==> src/rtl/pcx_rle_pkg.sv <==
// shared types and constants of the pcx run-length palette decoder
package pcx_rle_pkg;

    // input operation codes, carried in s_tuser
    localparam logic [1:0] OP_PALETTE = 2'd0;
    localparam logic [1:0] OP_START   = 2'd1;
    localparam logic [1:0] OP_DATA    = 2'd2;

    // run header marker and run length field of a compressed byte
    localparam logic [1:0] RUN_MARK   = 2'b11;
    localparam int         RUN_BITS   = 6;
    localparam logic [7:0] BYTE_MAX   = 8'hFF;

    // command queue between front and back
    localparam int QUEUE_DEPTH = 4;
    localparam int QPTR_BITS   = $clog2(QUEUE_DEPTH);

    typedef enum logic [1:0] {
        CMD_WRITE = 2'd0,
        CMD_START = 2'd1,
        CMD_RUN   = 2'd2
    } cmd_kind_t;

    typedef struct packed {
        cmd_kind_t             kind;
        logic [7:0]            index;
        logic [23:0]           color;
        logic [RUN_BITS-1:0]   run;
    } cmd_t;

endpackage

==> src/rtl/pcx_rle_front.sv <==
// front part: accepts input items, parses run headers, issues commands
module pcx_rle_front
    import pcx_rle_pkg::*;
#(
    parameter int PALETTE_ENTRIES = 256
)
(
    input  logic        clk,
    input  logic        rst_n,
    input  logic        s_tvalid,
    output logic        s_tready,
    input  logic [39:0] s_tdata,   // data_byte, palette_index, red_in, green_in, blue_in
    input  logic        s_tlast,   // final_byte
    input  logic [1:0]  s_tuser,   // operation
    input  logic        q_full,
    output logic        q_push,
    output cmd_t        q_cmd
);

    logic                awaiting_reg;
    logic                awaiting_next;
    logic [RUN_BITS-1:0] pending_reg;
    logic [RUN_BITS-1:0] pending_next;
    logic                accept;
    logic [7:0]          data_byte;
    logic [7:0]          pal_index;

    assign s_tready  = !q_full;
    assign accept    = s_tvalid && s_tready;
    assign data_byte = s_tdata[7:0];
    assign pal_index = s_tdata[15:8];

    // classify the item and build the command for the back part
    always_comb
    begin
        awaiting_next = awaiting_reg;
        pending_next  = pending_reg;
        q_push        = 1'b0;
        q_cmd.kind    = CMD_RUN;
        q_cmd.index   = data_byte;
        q_cmd.color   = {s_tdata[23:16], s_tdata[31:24], s_tdata[39:32]};
        q_cmd.run     = RUN_BITS'(1);
        if (accept)
        begin
            unique case (s_tuser)
                OP_PALETTE:
                begin
                    q_cmd.kind  = CMD_WRITE;
                    q_cmd.index = pal_index;
                    q_push      = ({1'b0, pal_index} < 9'(PALETTE_ENTRIES));
                end
                OP_START:
                begin
                    q_cmd.kind    = CMD_START;
                    q_push        = 1'b1;
                    awaiting_next = 1'b0;
                    pending_next  = '0;
                end
                OP_DATA:
                begin
                    if (awaiting_reg)
                    begin
                        // color byte of a run, a zero run yields nothing
                        awaiting_next = 1'b0;
                        pending_next  = '0;
                        q_cmd.run     = pending_reg;
                        q_push        = (pending_reg != '0);
                    end
                    else if (data_byte[7:6] == RUN_MARK)
                    begin
                        // run header, dropped when it is the final byte
                        if (!s_tlast)
                        begin
                            awaiting_next = 1'b1;
                            pending_next  = data_byte[RUN_BITS-1:0];
                        end
                    end
                    else
                    begin
                        q_push = 1'b1;
                    end
                end
                default:
                begin
                    q_push = 1'b0;
                end
            endcase
        end
    end

    // parser state
    always_ff @(posedge clk or negedge rst_n)
    begin
        if (!rst_n)
        begin
            awaiting_reg <= 1'b0;
            pending_reg  <= '0;
        end
        else
        begin
            awaiting_reg <= awaiting_next;
            pending_reg  <= pending_next;
        end
    end

endmodule

==> config.mk <==
export PLATFORM = sky130hd
export DESIGN_NAME = pcx_rle_front
export DESIGN_NICKNAME = d
export VERILOG_FILES = /design/src/rtl/pcx_rle_pkg.sv /design/src/rtl/pcx_rle_front.sv
export SDC_FILE = /design/constraint.sdc
export NUM_CORES = 1
export LEC_CHECK = 0
export ABC_CLOCK_PERIOD_IN_PS = 1400
export BUFFER_PORTS_ARGS = -buffer_cell sky130_fd_sc_hd__buf_2
export CAP_MARGIN = 40
export CORE_ASPECT_RATIO = 0.7
export CORE_MARGIN = 4
export CORE_UTILIZATION = 31
export DETAILED_ROUTE_END_ITERATION = 6
export PLACE_DENSITY = 0.79
export SYNTH_ARGS = -nofsm -noshare
export SYNTH_HDL_FRONTEND = slang
export SYNTH_SLANG_ARGS = --single-unit
==> constraint.sdc <==
create_clock -name clk -period 1.4 [get_ports clk]
set_input_delay 0.28 -clock clk [delete_from_list [all_inputs] [get_ports clk]]
set_output_delay 0.28 -clock clk [all_outputs]
set_load 0.1 [all_outputs]
==> results.yml <==
drt:
  routed_wl_um: 2940
  drc: 0
  detail_route.wl_per_cell_um: 18.0
  vias: 833
  drt_first_pass_iters: 4
  ant_nets: 0
  drt_iter0_drc: 82
  vias_per_cell: 5.11
sta:
  skew_ns: 0.00538
  whs_ns: 0.280
  hold_viol_final: 0
  drv_slew: 0
  max-slew-margin-rel_pct: 77.1
  setup_viol: 16
  setup_slack_ns: -0.520
  fmax_mhz: 521
  worstMarginPinSlew_ns: 0.342
  rsz0062_at_grt: "yes"
  fin_crit_sh_pct: 137
  fin_crit_ns: 1.92
die:
  start_util_pct: 32.9
  ios: 89
  num_rows: 15
  die_w_um: 69.6
  coreArea_mm2: 0.00250
  fp.dieH_um: 51.1
  dieArea_mm2: 0.00355
clock_network:
  clk_pin_slew_ns: 0.04
  cts_buffers: 3
  cts_max_level: 1
  clockBufferDepth: 2
  cts_root_buf: "clkbuf_8"
  cts.sinks: 7
  clock_latency_ns: 0.23
  cts_tree: "yes"
logic_synthesis:
  yosysUniqueCellTypes: 24
  ys_ff_latch: 7
  syn_inst: 89
  seq_area_frac_synth_pct: 21.3
  yosys_warnings: 0
  synth_area_um2: 822
  postSynthAreaPerCell_um2: 9.24
  synth_fp_nets: 140
power:
  ir_drop_mv: 0.431
  power.leakage_nw: 0.770
  power_mw: 1.50
  p_per_area_mw_per_mm2: 951
global_routing:
  antenna_found_initial: 0
  grt_util_all_layers_pct: 17.2
  grt_pass1_wl_um: 4610
  grt_start_max_net_pins: 9
  grt_pass1_vias: 930
  grt_remaining_overflow: 0
finish:
  num-nets-final: 181
  layout-drive-gt1-share_pct: 72.1
  antenna_cells: 0
  largest_register_ffs: 6
  layout_common_cells: "buf_2, buf_12, buf_4, buf_6"
  area_delta_synth_final_pct: 91.6
  nFillCells: 179
  instances_no_fill: 163
placement:
  post-dp-hpwl_um: 1970
  placement.io_buffers: 40
  gp_congestion: 0.736
  dp.cells: 153
  place_ws_ns: -0.445
worst_hold_path:
  min_path_type: "in -> reg"
run_status:
  status: "finished, violations left"
  violations: "setup timing"
setup_path:
  worst-endpoint-arrival_ns: 1.64
  crit_type: "reg -> out"
  worstPathMaxFanout: 2
  start_kind: "flop"
  worstPathRequired_ns: 1.12
  rrSetupSlack_ns: 0.04
  end_kind: "primary output"
flow_run:
  cap_violations: 0
## layout make-up
cell class | instances | area [um^2] | share of cell area, %
flip-flops and latches | 7 | 175 | 11.1
well taps | 34 | 42.5 | 2.70
repair buffers | 64 | 718 | 45.6
inverters | 3 | 21.3 | 1.35
clock buffers | 4 | 45.0 | 2.86
multi-input cells | 51 | 573 | 36.4
## where the power goes
part,switching [mW],internal (mW),total (mW)
logic,0.432,0.435,0.867
clock network,0.0805,0.196,0.277
registers,0.0631,0.291,0.354
total,0.575,0.923,1.50
## cell usage after synthesis
master     instances  area, um^2
inv_1              3        11.3
and3_1             1        6.26
dfrtp_1            7         175
a21o_1             7        52.6
and2_2             1        7.51
or3b_1             1        8.76
and2b_1            1        7.51
buf_2              3        15.0
mux2_2             8        90.1
a21oi_1            1        5.00
and4_1             1        8.76
ha_1               4        50.1
and3b_1            1        8.76
nor2b_1            1        6.26
buf_6              1        11.3
buf_4             24         180
o2111ai_1          1        8.76
or4_1              1        7.51
nand2_2            1        6.26
nand2b_1           1        6.26
and2_1             5        31.3
nand3b_1           8        60.1
o2bb2ai_1          6        52.6
o21ai_0            1        5.00
## cell families after synthesis
family,synth area share (%)
buffers and inverters,26.5
and+or+nand+nor,20.1
AOI/OAI and AO/OA,15.1
muxes,11.0
DFF,21.3
adders and majority gates,6.09
## worst paths after layout
check,from,end,cells after the start
max,pending_reg[0],q_push,4
max in group asynchronous,rst_n,pending_reg[5],2
min,s_tdata[1],pending_reg[1],2
max reg2reg,awaiting_reg,pending_reg[5],6
min reg2reg,awaiting_reg,awaiting_reg,1
min in group asynchronous,rst_n,pending_reg[2],2
## critical path, cell delays in order (launching register included)
cell       delay (ns)
dfrtp_1          0.38
or4_4            0.55
o2111ai_4        0.21
a21oi_4          0.09
buf_12           0.17
## routing by layer
| metal | wire, um | track usage (%) | part of all wire (%) | vias to the layer above |
|---|---|---|---|---|
| met3 | 295 | 6.88 | 10 | 14 |
| met2 | 1410 | 29.0 | 48 | 55 |
| met5 | 0 | 0 | 0 | - |
| met1 | 1150 | 17.9 | 39 | 396 |
| met4 | 86 | 11.7 | 2.9 | 0 |
| li1 | - | - | - | 368 |
## through the flow
stage	cell area, um^2	utilization [%]	TNS (ns)
final	1580	63.1	-3.18
after global routing	1580	63.1	-3.59
after CTS	1560	62.4	-2.98
after detailed placement	1350	53.9	-5.71
after global placement	1350	53.9	-4.84
after floorplan	918	-	-1.36
## timing repair
| action | CTS | global route |
|---|---|---|
| setup endpoints to repair | 16 | 24 |
| resized for setup | 27 | 6 |
| pin swaps | 8 | 5 |
| setup buffers | 5 | 1 |
| hold buffers | 1 | 0 |
| hold endpoints to repair | 7 | 0 |
Note: power is estimated with default switching activity, not from simulation.
