$ cat config.mk
export PLATFORM = sky130hd
export DESIGN_NAME = pcx_rle_queue
export DESIGN_NICKNAME = d
export VERILOG_FILES = /design/src/rtl/pcx_rle_pkg.sv /design/src/rtl/pcx_rle_queue.sv
export SDC_FILE = /design/constraint.sdc
export NUM_CORES = 1
export LEC_CHECK = 0
export ABC_AREA = 0
export ABC_CLOCK_PERIOD_IN_PS = 1930
export BUFFER_PORTS_ARGS = -buffer_cell sky130_fd_sc_hd__buf_2
export CAP_MARGIN = 5
export CORE_UTILIZATION = 40
export DETAILED_ROUTE_END_ITERATION = 10
export HOLD_SLACK_MARGIN = 0.12
export PLACE_DENSITY = 0.71
export SYNTH_ARGS = -nofsm -noshare
export SYNTH_HDL_FRONTEND = slang
export SYNTH_SLANG_ARGS = --single-unit
$ cat constraint.sdc
create_clock -name clk -period 1.93 [get_ports clk]
set_input_delay 0 -clock clk [delete_from_list [all_inputs] [get_ports clk]]
set_output_delay 0 -clock clk [all_outputs]
set_load 0.05 [all_outputs]
$ cat src/rtl/pcx_rle_pkg.sv
// shared types and constants of the pcx run-length palette decoder
package pcx_rle_pkg;

    // input operation codes, carried in s_tuser
    localparam logic [1:0] OP_PALETTE = 2'd0;
    localparam logic [1:0] OP_START   = 2'd1;
    localparam logic [1:0] OP_DATA    = 2'd2;

    // run header marker and run length field of a compressed byte
    localparam logic [1:0] RUN_MARK   = 2'b11;
    localparam int         RUN_BITS   = 6;
    localparam logic [7:0] BYTE_MAX   = 8'hFF;

    // command queue between front and back
    localparam int QUEUE_DEPTH = 4;
    localparam int QPTR_BITS   = $clog2(QUEUE_DEPTH);

    typedef enum logic [1:0] {
        CMD_WRITE = 2'd0,
        CMD_START = 2'd1,
        CMD_RUN   = 2'd2
    } cmd_kind_t;

    typedef struct packed {
        cmd_kind_t             kind;
        logic [7:0]            index;
        logic [23:0]           color;
        logic [RUN_BITS-1:0]   run;
    } cmd_t;

endpackage

$ cat src/rtl/pcx_rle_queue.sv
// short command queue between the front and back parts
module pcx_rle_queue
    import pcx_rle_pkg::*;
(
    input  logic clk,
    input  logic rst_n,
    input  logic push,
    input  cmd_t push_cmd,
    output logic full,
    input  logic pop,
    output logic empty,
    output cmd_t head_cmd
);

    cmd_t                 entry_reg [QUEUE_DEPTH];
    logic [QPTR_BITS-1:0] wr_ptr_reg;
    logic [QPTR_BITS-1:0] rd_ptr_reg;
    logic [QPTR_BITS:0]   fill_reg;
    logic [QPTR_BITS:0]   fill_next;

    assign full     = (fill_reg == (QPTR_BITS+1)'(QUEUE_DEPTH));
    assign empty    = (fill_reg == '0);
    assign head_cmd = entry_reg[rd_ptr_reg];

    // fill level follows push and pop
    always_comb
    begin
        fill_next = fill_reg;
        if (push && !pop)
        begin
            fill_next = fill_reg + 1'b1;
        end
        else if (pop && !push)
        begin
            fill_next = fill_reg - 1'b1;
        end
    end

    // pointers and level
    always_ff @(posedge clk or negedge rst_n)
    begin
        if (!rst_n)
        begin
            wr_ptr_reg <= '0;
            rd_ptr_reg <= '0;
            fill_reg   <= '0;
        end
        else
        begin
            if (push)
            begin
                wr_ptr_reg <= wr_ptr_reg + 1'b1;
            end
            if (pop)
            begin
                rd_ptr_reg <= rd_ptr_reg + 1'b1;
            end
            fill_reg <= fill_next;
        end
    end

    // entry storage
    always_ff @(posedge clk)
    begin
        if (push)
        begin
            entry_reg[wr_ptr_reg] <= push_cmd;
        end
    end

endmodule

==> metrics.cfg, run 1 <==
[outcome]
status=completed

[worst_hold_path]
worstHoldPathType=primary input to flop

[final_layout]
drive_above_1_share_pct=42.0
diodes=0
finish.utilization_pct=53.1
flow.area_growth_from_synthesis_pct=29.9
nets=444
n_fill_cell=1205
finalNonFillerCells=595
largest_reg_flops=160

[worst_setup_path]
worst-endpoint-arrival_ps=1900
slack_of_the_worst_reg_to_reg_path_ps=400
critPathRequiredTime_ps=1930
cp-end-kind=output pin
critical_path.max_fanout=28
timing.critical_path.from_type=flop
worstSetupPathType=flop to output pin

[die]
pin_count=86
dieArea_sq_um=16000
std_cell_rows=45
die_width_um=127
core_sq_um=15200
die_h_um=127
effective_utilization_at_floorplan_pct=40.9

[timing]
post_route_setup_tns_ps=0
setup_viol=0
max_freq_mhz=526
finalHoldViolCount=0
finalCritPeriodShare_pct=98.5
max_slew_violations=0
grt_setup_unrepaired=true
final.min_clock_period_ps=1900
fin_skew_ps=4.96
slew_at_the_pin_closest_to_its_max_slew_limit_ps=406
hold-worst-slack_ps=331
relSlewSlack_pct=72.9

[drt]
routed_wire_length_mm=10.9
dr.pass1.iters=4
post_drt_via_cell_ratio=4.88
wire_per_inst_um=18.4
num_vias=2904
dr.first_iter.drc_count=118
drt.antenna.violating_nets=0
route.detailed.drc=0

[run]
maxCapViolations=0

[yosys]
postSynthNetCount=294
netlist_instances=244
synth-seq-cells=167
register_area_share_after_synthesis_pct=80.1
synth_area_leaders=sky130_fd_sc_hd__edfxtp_1 (77%), sky130_fd_sc_hd__mux4_2 (14%), sky130_fd_sc_hd__dfrtp_1 (2.8%), sky130_fd_sc_hd__buf_12 (1.3%), sky130_fd_sc_hd__ha_1 (1.0%)
ys_types=20
post-synth-top-area-fraction_pct=77.3
yosys.area.top_type=sky130_fd_sc_hd__edfxtp_1
ys_warn_count=0
synth.avg_cell_area_sq_um=25.5
syn-cell-area_sq_um=6220

[pwr]
netSwitchingFraction_pct=36.2
power.share.sequential_pct=36.5
pwr-share-clk_pct=25.2
total_switching_power_mw=4.98
internal-power_mw=8.78
combPwrFrac_pct=38.3
total_power_mw=13.8
cellLeakagePower_nw=2.85
power_density_nw_per_um2=1700
ir_drop_worst_vdd_uv=754

[cts]
clock-root-buffer=sky130_fd_sc_hd__clkbuf_16
cts_max_path_buffers=2
cts.sink_count=167
clock_buffer_count_from_cts=17
cts_max_level=4
cts_tree=built
worst_skew_pair.late_latency_ps=410
path_clk_slew_ps=60

[grt]
grt_pass1_vias=3221
grt_max_degree=29
initial_antenna_violation_count=0
grt_overflow_total=0
groute.usage.overall_pct=14.8
grt_pass1_wl_mm=17.1

[placed_design]
place_inst=519
detailedPlacementHpwl_mm=6.67
finalWeightedCongestion=0.630
port-buffer-count=85

[power groups by stage]
| stage | sequential [mW] | clock, mW | combinational, mW |
|---|---|---|---|
| 3_3_place_gp | 5.05 | 0 | 5.05 |
| 2_1_floorplan | 4.96 | 0 | 4.07 |
| 4_1_cts | 5.04 | 3.54 | 5.27 |
| 6_report | 5.02 | 3.47 | 5.27 |
| 3_5_place_dp | 5.10 | 0 | 5.09 |
| 5_1_grt | 5.09 | 3.67 | 5.58 |
[routing by layer]
| layer | track usage, % | vias up | wire [um] |
|---|---|---|---|
| li1 | - | 1325 | - |
| met1 | 17.7 | 1499 | 4660 |
| met5 | 0 | - | 0 |
| met3 | 4.51 | 6 | 459 |
| met4 | 5.67 | 0 | 85 |
| met2 | 25.3 | 74 | 5730 |
[area by class of cell]
cell class / count / area (sq um) / share of cell area, %
Sequential cell: 167 / 4980 / 61.7
Tap cell: 188 / 235 / 2.91
Inverter: 4 / 15.0 / 0.186
Timing Repair Buffer: 141 / 1110 / 13.8
Multi-Input combinational cell: 63 / 1110 / 13.8
Clock inverter: 12 / 175 / 2.17
Clock buffer: 20 / 437 / 5.41
[placed cells by master (no fill, tap or decap), types with 5 or more instances in the layout]
cell type,instances
sky130_fd_sc_hd__dfrtp_1,5
sky130_fd_sc_hd__dlygate4sd3_1,44
sky130_fd_sc_hd__buf_6,9
sky130_fd_sc_hd__buf_12,6
sky130_fd_sc_hd__mux4_2,38
sky130_fd_sc_hd__buf_2,76
sky130_fd_sc_hd__clkbuf_16,17
sky130_fd_sc_hd__edfxtp_1,160
sky130_fd_sc_hd__ha_1,5
[stage by stage]
stage / worst slack, ps / instance area, sq um
floorplan: 29.4 / 6220
global placement: 411 / 6950
detailed placement: 359 / 6950
CTS: -30.5 / 8040
global route: -55.8 / 8080
finish: 28.4 / 8080
[timing repair]
| action | in CTS | in global routing |
|---|---|---|
| buffers inserted | 0 | 0 |
| resized for setup | 12 | 9 |
| hold buffers | 44 | 0 |
| endpoints found under the hold margin | 173 | 0 |
| setup endpoints to repair | 21 | 28 |
| cloned | 0 | 0 |
[cells in the mapped netlist]
cell                       number
sky130_fd_sc_hd__xor2_1         4
sky130_fd_sc_hd__nor3_1         1
sky130_fd_sc_hd__clkbuf_1       1
sky130_fd_sc_hd__buf_2          4
sky130_fd_sc_hd__fa_1           1
sky130_fd_sc_hd__mux4_2        38
sky130_fd_sc_hd__xnor2_1        2
sky130_fd_sc_hd__buf_12         4
sky130_fd_sc_hd__edfxtp_1     160
sky130_fd_sc_hd__inv_1          4
sky130_fd_sc_hd__dfrtp_1        7
sky130_fd_sc_hd__mux4_1         2
sky130_fd_sc_hd__nand2_1        2
sky130_fd_sc_hd__o21ai_0        1
sky130_fd_sc_hd__buf_6          1
sky130_fd_sc_hd__nor2_1         1
sky130_fd_sc_hd__ha_1           5
sky130_fd_sc_hd__nor3b_1        1
sky130_fd_sc_hd__mux2_2         1
sky130_fd_sc_hd__and2_1         4
[logic make-up after synthesis]
family                     share of synthesized area [%]
AOI/OAI and AO/OA                                 0.0804
xor gates and xnor gates                           0.845
adders and majority gates                           1.33
buffers and inverters                               2.09
DFF                                                 80.1
muxes                                               14.8
and+or+nand+nor                                    0.785
[critical path: stages (launching register included)]
cell and delay (ps):
sky130_fd_sc_hd__dfrtp_4 450, sky130_fd_sc_hd__buf_16 250, sky130_fd_sc_hd__mux4_2 540, sky130_fd_sc_hd__buf_2 230
[path summary, 6_finish.rpt]
| path | endpoint | start | depth (start not counted) |
|---|---|---|---|
| worst max-delay path | head_cmd[17] | rd_ptr_reg[0]$_DFFE_PN0P_ | 3 |
| max in group asynchronous | rd_ptr_reg[0]$_DFFE_PN0P_ | rst_n | 3 |
| worst min register to register | fill_reg[2]$_DFFE_PN0P_ | fill_reg[2]$_DFFE_PN0P_ | 1 |
| worst max register to register | entry_reg[1][16]$_DFFE_PP_ | wr_ptr_reg[1]$_DFFE_PN0P_ | 4 |
| min in group asynchronous | fill_reg[2]$_DFFE_PN0P_ | rst_n | 3 |
| worst min-delay path | entry_reg[3][18]$_DFFE_PP_ | push_cmd[18] | 2 |
(Power assumes the default switching activity.)
==> inputs of run 2 (changes only) <==
CORE_MARGIN = 2   (was default)
==> metrics.cfg, run 2 (synthesis gave the netlist of run 1 again) <==
[drt]
routed_wire_length_mm=10.9  ; about the same
post_drt_via_cell_ratio=4.93  ; was 4.88
top_signal_layer_used=met4  ; unchanged
wl_met1_mm=4.69  ; was 4.66 mm
wl_met2_mm=5.72  ; was 5.73 mm
num_vias=2923  ; was 2904
wire_per_inst_um=18.4  ; about the same
wire_length_on_met3_um=435  ; was 459 um
dr.first_iter.drc_count=202  ; was 118
route.detailed.drc=0  ; unchanged
dr.pass1.iters=4  ; unchanged
drt.antenna.violating_nets=0  ; unchanged

[timing]
finalHoldViolCount=0  ; unchanged
final.min_clock_period_ps=1840  ; was 1900 ps
max_slew_violations=0  ; unchanged
post_route_setup_tns_ps=0  ; unchanged
grt_setup_unrepaired=false  ; was true
slew_at_the_pin_closest_to_its_max_slew_limit_ps=354  ; was 406 ps
fin_skew_ps=6.33  ; was 4.96 ps
relSlewSlack_pct=76.3  ; was 72.9%
setup_viol=0  ; unchanged
finalCritPeriodShare_pct=95.5  ; was 98.5%
max_freq_mhz=543  ; was 526 MHz

[die]
die_width_um=129  ; was 127 um
std_cell_rows=45  ; unchanged
dieArea_sq_um=16600  ; was 16000 sq um
effective_utilization_at_floorplan_pct=40.9  ; unchanged
pin_count=86  ; unchanged
die_h_um=129  ; was 127 um
core_sq_um=15200  ; unchanged

[final_layout]
largest_reg_flops=160  ; unchanged
drive_above_1_share_pct=42.5  ; was 42.0%
nets=442  ; was 444
layout_common_cells=sky130_fd_sc_hd__edfxtp_1 (160), sky130_fd_sc_hd__buf_2 (84), sky130_fd_sc_hd__dlygate4sd3_1 (44)  ; was sky130_fd_sc_hd__edfxtp_1 (160), sky130_fd_sc_hd__buf_2 (76), sky130_fd_sc_hd__dlygate4sd3_1 (44)
n_fill_cell=1226  ; was 1205
diodes=0  ; unchanged
flow.area_growth_from_synthesis_pct=28.0  ; was 29.9%
layout_commonest_cell=sky130_fd_sc_hd__edfxtp_1  ; unchanged

[grt]
groute.usage.overall_pct=14.2  ; was 14.8%
grt_max_degree=37  ; was 29
initial_antenna_violation_count=0  ; unchanged
grt_pass1_vias=3179  ; was 3221
grt_pass1_wl_mm=17.0  ; was 17.1 mm
grt_overflow_total=0  ; unchanged

[cts]
cts.sink_count=167  ; unchanged
worst_skew_pair.late_latency_ps=410  ; about the same
path_clk_slew_ps=60  ; about the same
clock-root-buffer=sky130_fd_sc_hd__clkbuf_16  ; unchanged
cts_max_path_buffers=2  ; unchanged
cts_max_level=4  ; unchanged
clock_buffer_count_from_cts=17  ; unchanged
cts.repair_timing.setup_buffer_count=0  ; unchanged
cts_tree=built  ; unchanged

[pwr]
ir_drop_worst_vdd_uv=778  ; was 754 uV
cellLeakagePower_nw=2.81  ; was 2.85 nW
total_power_mw=13.4  ; was 13.8 mW
power_density_nw_per_um2=1680  ; was 1700 nW/um^2

[placed_design]
finalWeightedCongestion=0.660  ; was 0.630
port-buffer-count=85  ; unchanged
detailedPlacementHpwl_mm=6.54  ; was 6.67 mm

[worst_setup_path]
critical_path.max_fanout=14  ; was 28
worst-endpoint-arrival_ps=1840  ; was 1900 ps
timing.critical_path.from_type=flop  ; unchanged
critPathRequiredTime_ps=1930  ; about the same
cp-end-kind=output pin  ; unchanged
worstSetupPathType=flop to output pin  ; unchanged

[worst_hold_path]
worstHoldPathType=primary input to flop  ; unchanged

[run]
maxCapViolations=0  ; unchanged

[outcome]
status=completed  ; unchanged

run 2: cell count changes in the layout (fill, tap and decap cells not counted):
cell                         change
sky130_fd_sc_hd__mux4_1          -1
sky130_fd_sc_hd__mux4_2          +1
sky130_fd_sc_hd__buf_16          -1
sky130_fd_sc_hd__buf_6           -9
sky130_fd_sc_hd__bufinv_16       -2
sky130_fd_sc_hd__clkinv_4        +1
sky130_fd_sc_hd__clkinv_1        +1
sky130_fd_sc_hd__clkbuf_1        -3
sky130_fd_sc_hd__inv_6           +3
sky130_fd_sc_hd__clkinv_2        +1
sky130_fd_sc_hd__buf_4           -1
sky130_fd_sc_hd__buf_12          +1
sky130_fd_sc_hd__clkinvlp_4      -1
sky130_fd_sc_hd__buf_2           +8
run 2: path summary, 6_finish.rpt:
check / end / slack [ps] / start / cells after the start
setup reg to reg: entry_reg[0][37]$_DFFE_PP_ / 390 / wr_ptr_reg[0]$_DFFE_PN0P_ / 4
min in group asynchronous: fill_reg[1]$_DFFE_PN0P_ / 550 / rst_n / 3
max in group asynchronous: rd_ptr_reg[0]$_DFFE_PN0P_ / 1090 / rst_n / 3
setup / recovery: head_cmd[36] / 90 / rd_ptr_reg[0]$_DFFE_PN0P_ / 3
hold / removal: entry_reg[1][15]$_DFFE_PP_ / 330 / push_cmd[15] / 2
hold reg to reg: fill_reg[2]$_DFFE_PN0P_ / 490 / fill_reg[2]$_DFFE_PN0P_ / 1
run 2: report_power, final:
group / internal, mW / total (mW) / switching (mW)
clock: 1.91 / 3.26 / 1.35
combinational: 1.69 / 5.09 / 3.40
sequential: 4.76 / 5.01 / 0.249
total: 8.36 / 13.4 / 5.00
run 2: per-stage QoR:
stage               utilization, %  std cells  setup slack [ps]  hold WS (ps)  instance area, sq um
floorplan                        -        244              29.4          -296                  6220
global placement              45.5        517               364          -155                  6920
detailed placement            45.5        517               351          -148                  6920
CTS                           52.3        593              12.3           308                  7950
global route                  52.4        593              7.93           321                  7960
finish                        52.4        593              86.8           332                  7960
run 2: worst max-delay path, cell delays in order (launching register included):
cell and delay (ps):
sky130_fd_sc_hd__dfrtp_4 470, sky130_fd_sc_hd__buf_12 180, sky130_fd_sc_hd__mux4_2 560, sky130_fd_sc_hd__buf_4 220
run 2: per-layer routing:
layer / up-vias / GRT usage (%)
met1: 1533 / 17.4
met3: 5 / 4.82
met5: - / 0
met4: 0 / 3.84
met2: 64 / 24.2
li1: 1321 / -
run 2: area by class of cell:
| type | count | area [sq um] | share of cell area [%] |
|---|---|---|---|
| Inverter | 4 | 15.0 | 0.189 |
| Clock inverter | 15 | 151 | 1.90 |
| Sequential cell | 167 | 4980 | 62.6 |
| Tap cell | 188 | 235 | 2.96 |
| Clock buffer | 17 | 425 | 5.34 |
| Multi-Input combinational cell | 63 | 1110 | 13.9 |
| Timing Repair Buffer | 139 | 1040 | 13.0 |
run 2: timing repair:
item,CTS,global route
endpoints found under the hold margin,173,0
hold buffers,44,0
endpoints found under the setup margin,26,14
resized for setup,5,2
gates cloned,0,0
pin swaps,0,0
